`config.mk`:
```
export PLATFORM = sky130hd
export DESIGN_NAME = chc_ram
export DESIGN_NICKNAME = d
export VERILOG_FILES = /design/src/hw/rtl/chc_ram.sv
export SDC_FILE = /design/constraint.sdc
export NUM_CORES = 2
export LEC_CHECK = 0
export ABC_CLOCK_PERIOD_IN_PS = 1950
export CORE_ASPECT_RATIO = 1.2
export CORE_UTILIZATION = 57
export DETAILED_ROUTE_END_ITERATION = 6
export DONT_BUFFER_PORTS = 1
export PLACE_DENSITY = 0.72
export SYNTH_ARGS = -nofsm -noshare
export SYNTH_HDL_FRONTEND = slang
export SYNTH_SLANG_ARGS = --single-unit
```
`constraint.sdc`:
```
create_clock -name clk_i -period 1.95 [get_ports clk_i]
set_input_delay 0.0975 -clock clk_i [delete_from_list [all_inputs] [get_ports clk_i]]
set_output_delay 0.0975 -clock clk_i [all_outputs]
set_load 0.02 [all_outputs]
```
`src/hw/rtl/chc_ram.sv`:
```
// ----------------------------------------------------------------------------
// chc_ram
// Single write port, single registered read port table storage.
// ----------------------------------------------------------------------------
module chc_ram #(
  parameter int Depth = 256,
  parameter int Width = 8
) (
  input  logic                     clk_i,
  input  logic                     we_i,
  input  logic [$clog2(Depth)-1:0] waddr_i,
  input  logic [Width-1:0]         wdata_i,
  input  logic [$clog2(Depth)-1:0] raddr_i,
  output logic [Width-1:0]         rdata_o
);

  logic [Width-1:0] mem [Depth];

  always_ff @(posedge clk_i) begin
    if (we_i) begin
      mem[waddr_i] <= wdata_i;
    end
    rdata_o <= mem[raddr_i];
  end

endmodule

```
==> metrics.md <==
| Metric | Value |
|---|---|
| Fraction of registers with async set/reset | 0 |
| Maximum number of pins on one net before global-route repair | just under 600 |
| Synth warn | 0 |
| Worst-Margin Slew | approximately 1.5 ns |
| Min cycle time layout | 2.32 ns |
| Fmax | 0.431 GHz |
| Mapped Area | a little under 80,000 µm² |
| Top cells by count, synth | edfxtp_1, mux4_2, nor2_1 |
| Req. time, crit path | 2.63 ns |
| Setup WS pre-CTS | -0.935 ns |
| HP Start | wdata_i[7] |
| Violated checks | negative hold slack, max-slew violations, negative setup slack |
| Reg2reg start | mem[200][1] |
| Yosys reg bits | slightly above 2,000 |
| Final nets | between 4,000 and 5,000 |
| Final worst-path cycle share | 1.19 |
| TritonCTS buffer count | 190 |
| Seq/Total Area, Yosys | 0.775 |
| Die X | between 300 and 400 µm |
| Final hold violations | around 2,000 |
| PortBufs | 0 |
| Most used standard cell by instance count after synthesis | edfxtp_1 |
| Switch Pwr | between 0.015 and 0.02 W |
| Initial drt markers | between 5,000 and 6,000 |
| Slowest CP cell | nor4_4 |
| Final Skew | about 0.021 ns |
| Clk_lat worst skew | between 0.8 and 0.9 ns |
| CP bufs+invs | 0 |
| Slowest stage delay, CP | 0.65 ns |
| Core ar. | 138,000 µm² |
| Num Clock Sinks | 2,056 |
| Final wirelength | approximately 200 mm |
| Status | finished, violations left |
| Cells after DPL | between 5,000 and 6,000 |
| Worst path cell trace | mux4_2, a22oi_1, a21oi_1, nor4_4, nor4_2 |
| Final ANT Viol Nets | 0 |
| Syn_area_per_cell | approximately 21 µm² |
| Combinational fraction of design power | 0.042 |
| Unrepaired setup endpoints after global routing | true |
| Clock Tree Buf Depth | 3 |
| Final Util | 0.665 |
| Unique masters post-synth | between 50 and 60 |
| Critical path class | reg2reg |
| Layout area overhead | 15.3% |
| Fraction of layout cells with a size suffix above 1 | 0.301 |
| Die ar. | 141,000 µm² |
| Initial antenna violation count | 10 |
| Vias | 40,500 |
| Hold Path End | mem[106][7] |
| CP endpoint kind | flip-flop |
| Critical Path Source Type | flip-flop |
| Int Pwr | ~0.071 W |
| Largest cells by area after synthesis | edfxtp_1, mux4_2, mux2i_1 |
| GPL Wtd Cong | 0.866 |
| Remaining Overflow, GRT | 0 |
| Post-synth top area cell | edfxtp_1 |
| PD cells | 974 nW/µm² |
| TritonCTS clock tree | done |
| Synth Instances | ~3,700 |
| Flop2flop setup slack | -0.37 ns |
| Number of global-route vias before repair | roughly 41,000 |
| Largest delay contributor family on the critical path | simple AND/OR/NAND/NOR gates |
| Global-route wire length before repair | about 280 mm |
| Hold Path Class | in2reg |
| Post-DR vias/cell | 6.52 |
| H-tree depth | 4 |
| Worst Slack Setup Final | -0.370 ns |
| P_leak | about 29 nW |
| Most used DFF post-synth | edfxtp_1 |
| Final Max Slew Viols | 36 |
| Tot Pwr | ~0.089 W |
| Finished Layout Cells | approximately 6,200 |
| Die Ht | around 400 µm |
| Post-CTS setup buffers | 0 |
| Peak supply drop | just over 0.001 V |
| Rel. slew slack | -0.0143 |
| EDFF count, synth | 2,048 |
| Worst Path Arrival | 3.00 ns |
| Worst R2R Path Depth | 5 |
| Initial Util | 0.577 |
| First-pass DRT Iterations | 6 |
| Post-Syn Nets | ~3,800 |
| Min-Delay Path Depth | 0 |
| Max-cap viol count | 0 |
| CTS Root Cell | clkbuf_16 |
| Share of the synthesized area in the top cell type | 0.773 |
| Post-CTS Hold Fix Bufs | 16 |
| Clock share of power | 0.411 |
| Endpoints failing setup | 8 |
| I/O pins | 34 |
| Setup TNS | -2.24 ns |
| Row Count | 149 |
| DRC viols | 0 |
| Sequential power share | 0.547 |
| Clock slew at reported path FFs | approximately 0.060 ns |
| GRT Overall Usage | 0.276 |
| Avg WL per Cell | 31.6 µm |
| FILL cells | around 8,600 |
| Switching Fraction | 0.201 |
| Hpwl dp | approximately 110 mm |
| Critical-path maximum fanout | 1 |
| Fin Hold WS | -0.618 ns |
| Critical R2R Capture | rdata_o[1] |
stage by stage:
step                      hold WS (ns)  instance area (µm²)
after floorplan                  0.196                79700
after global placement           0.235                84500
after detailed placement         0.237                84500
after CTS                       -0.637                91200
after global routing            -0.650                91700
final                           -0.618                91700
worst max path at each step:
stage,start,end,slack (ns),depth (start not counted)
finish,mem[200][1],rdata_o[1],-0.37,5
floorplan,raddr_i[1],rdata_o[6],-0.00002,9
CTS,mem[87][1],rdata_o[1],-0.28,6
global placement,raddr_i[0],rdata_o[1],-1.05,5
detailed placement,mem[83][3],rdata_o[3],-0.94,6
global route,mem[87][1],rdata_o[1],-0.40,6
placed cells by master (no fill, tap or decap), drive strengths merged, types with 10 or more instances in the layout:
| cell | n |
|---|---|
| nand2 | 33 |
| nand4 | 10 |
| nor2b | 31 |
| mux2i | 134 |
| o21ai | 12 |
| o211ai | 10 |
| nand3 | 34 |
| a22oi | 133 |
| clkbuf | 253 |
| diode | 18 |
| o22ai | 28 |
| nor4 | 27 |
| mux4 | 456 |
| dlygate4sd3 | 15 |
| bufinv | 17 |
| a221oi | 14 |
| clkinv | 77 |
| nor3 | 22 |
| edfxtp | 2048 |
| a211oi | 16 |
| buf | 512 |
| o221ai | 47 |
| a21oi | 96 |
| nor2 | 282 |
metal layers:
metal | vias up | track usage | routed length (µm)
met4 | 6 | 0.116 | 8540
met5 | - | 0 | 49
met3 | 466 | 0.0540 | 18200
met2 | 2160 | 0.453 | 98100
li1 | 16700 | - | -
met1 | 21200 | 0.364 | 71300
repair_timing:
| item | 4_1_cts | 5_1_grt |
|---|---|---|
| gates resized for setup | 68 | 12 |
| gates cloned | 0 | 11 |
| hold endpoints to repair | 3012 | 2048 |
| pin swaps | 31 | 7 |
| setup endpoints to repair | 8 | 173 |
worst reg2reg max path: cells and delay by family (launching register included):
kind / cells / cell delay, ns
and+or+nand+nor: 2 / 0.76
muxes: 1 / 0.51
DFF: 1 / 0.37
AOI/OAI and AO/OA: 2 / 0.54
cells by family (layout without fill, tap and decap cells):
logic type             Yosys count  count (layout)  share of synthesized area
other                            0              18                          0
buffers and inverters          235             888                     0.0183
flip-flops                    2056            2056                      0.775
AND/OR/NAND/NOR                466             466                     0.0263
multiplexers                   591             591                      0.146
AO/OA/AOI/OAI                  385             385                     0.0342
power groups by stage:
stage / combinational [W] / sequential, W / clock [W]
final: 0.00371 / 0.0489 / 0.0368
after global routing: 0.00381 / 0.0488 / 0.0386
after CTS: 0.00314 / 0.0489 / 0.0371
after detailed placement: 0.00290 / 0.0498 / 0
after global placement: 0.00288 / 0.0498 / 0
after floorplan: 0.00239 / 0.0497 / 0
area by class of cell:
type	instances	area, µm²	area share
Tap cell	1812	2270	0.0247
Timing Repair Buffer	536	4620	0.0504
Antenna cell	18	45.0	0.000491
Sequential cell	2056	61700	0.672
Inverter	2	7.51	0.0000819
Multi-Input combinational cell	1442	17000	0.185
Clock buffer	244	5150	0.0562
Clock inverter	106	968	0.0106
sequential cells by signal, indices dropped and copies added (netlist names):
register	count
mem	2048
rdata_o	8
(Power assumes the default switching activity.)
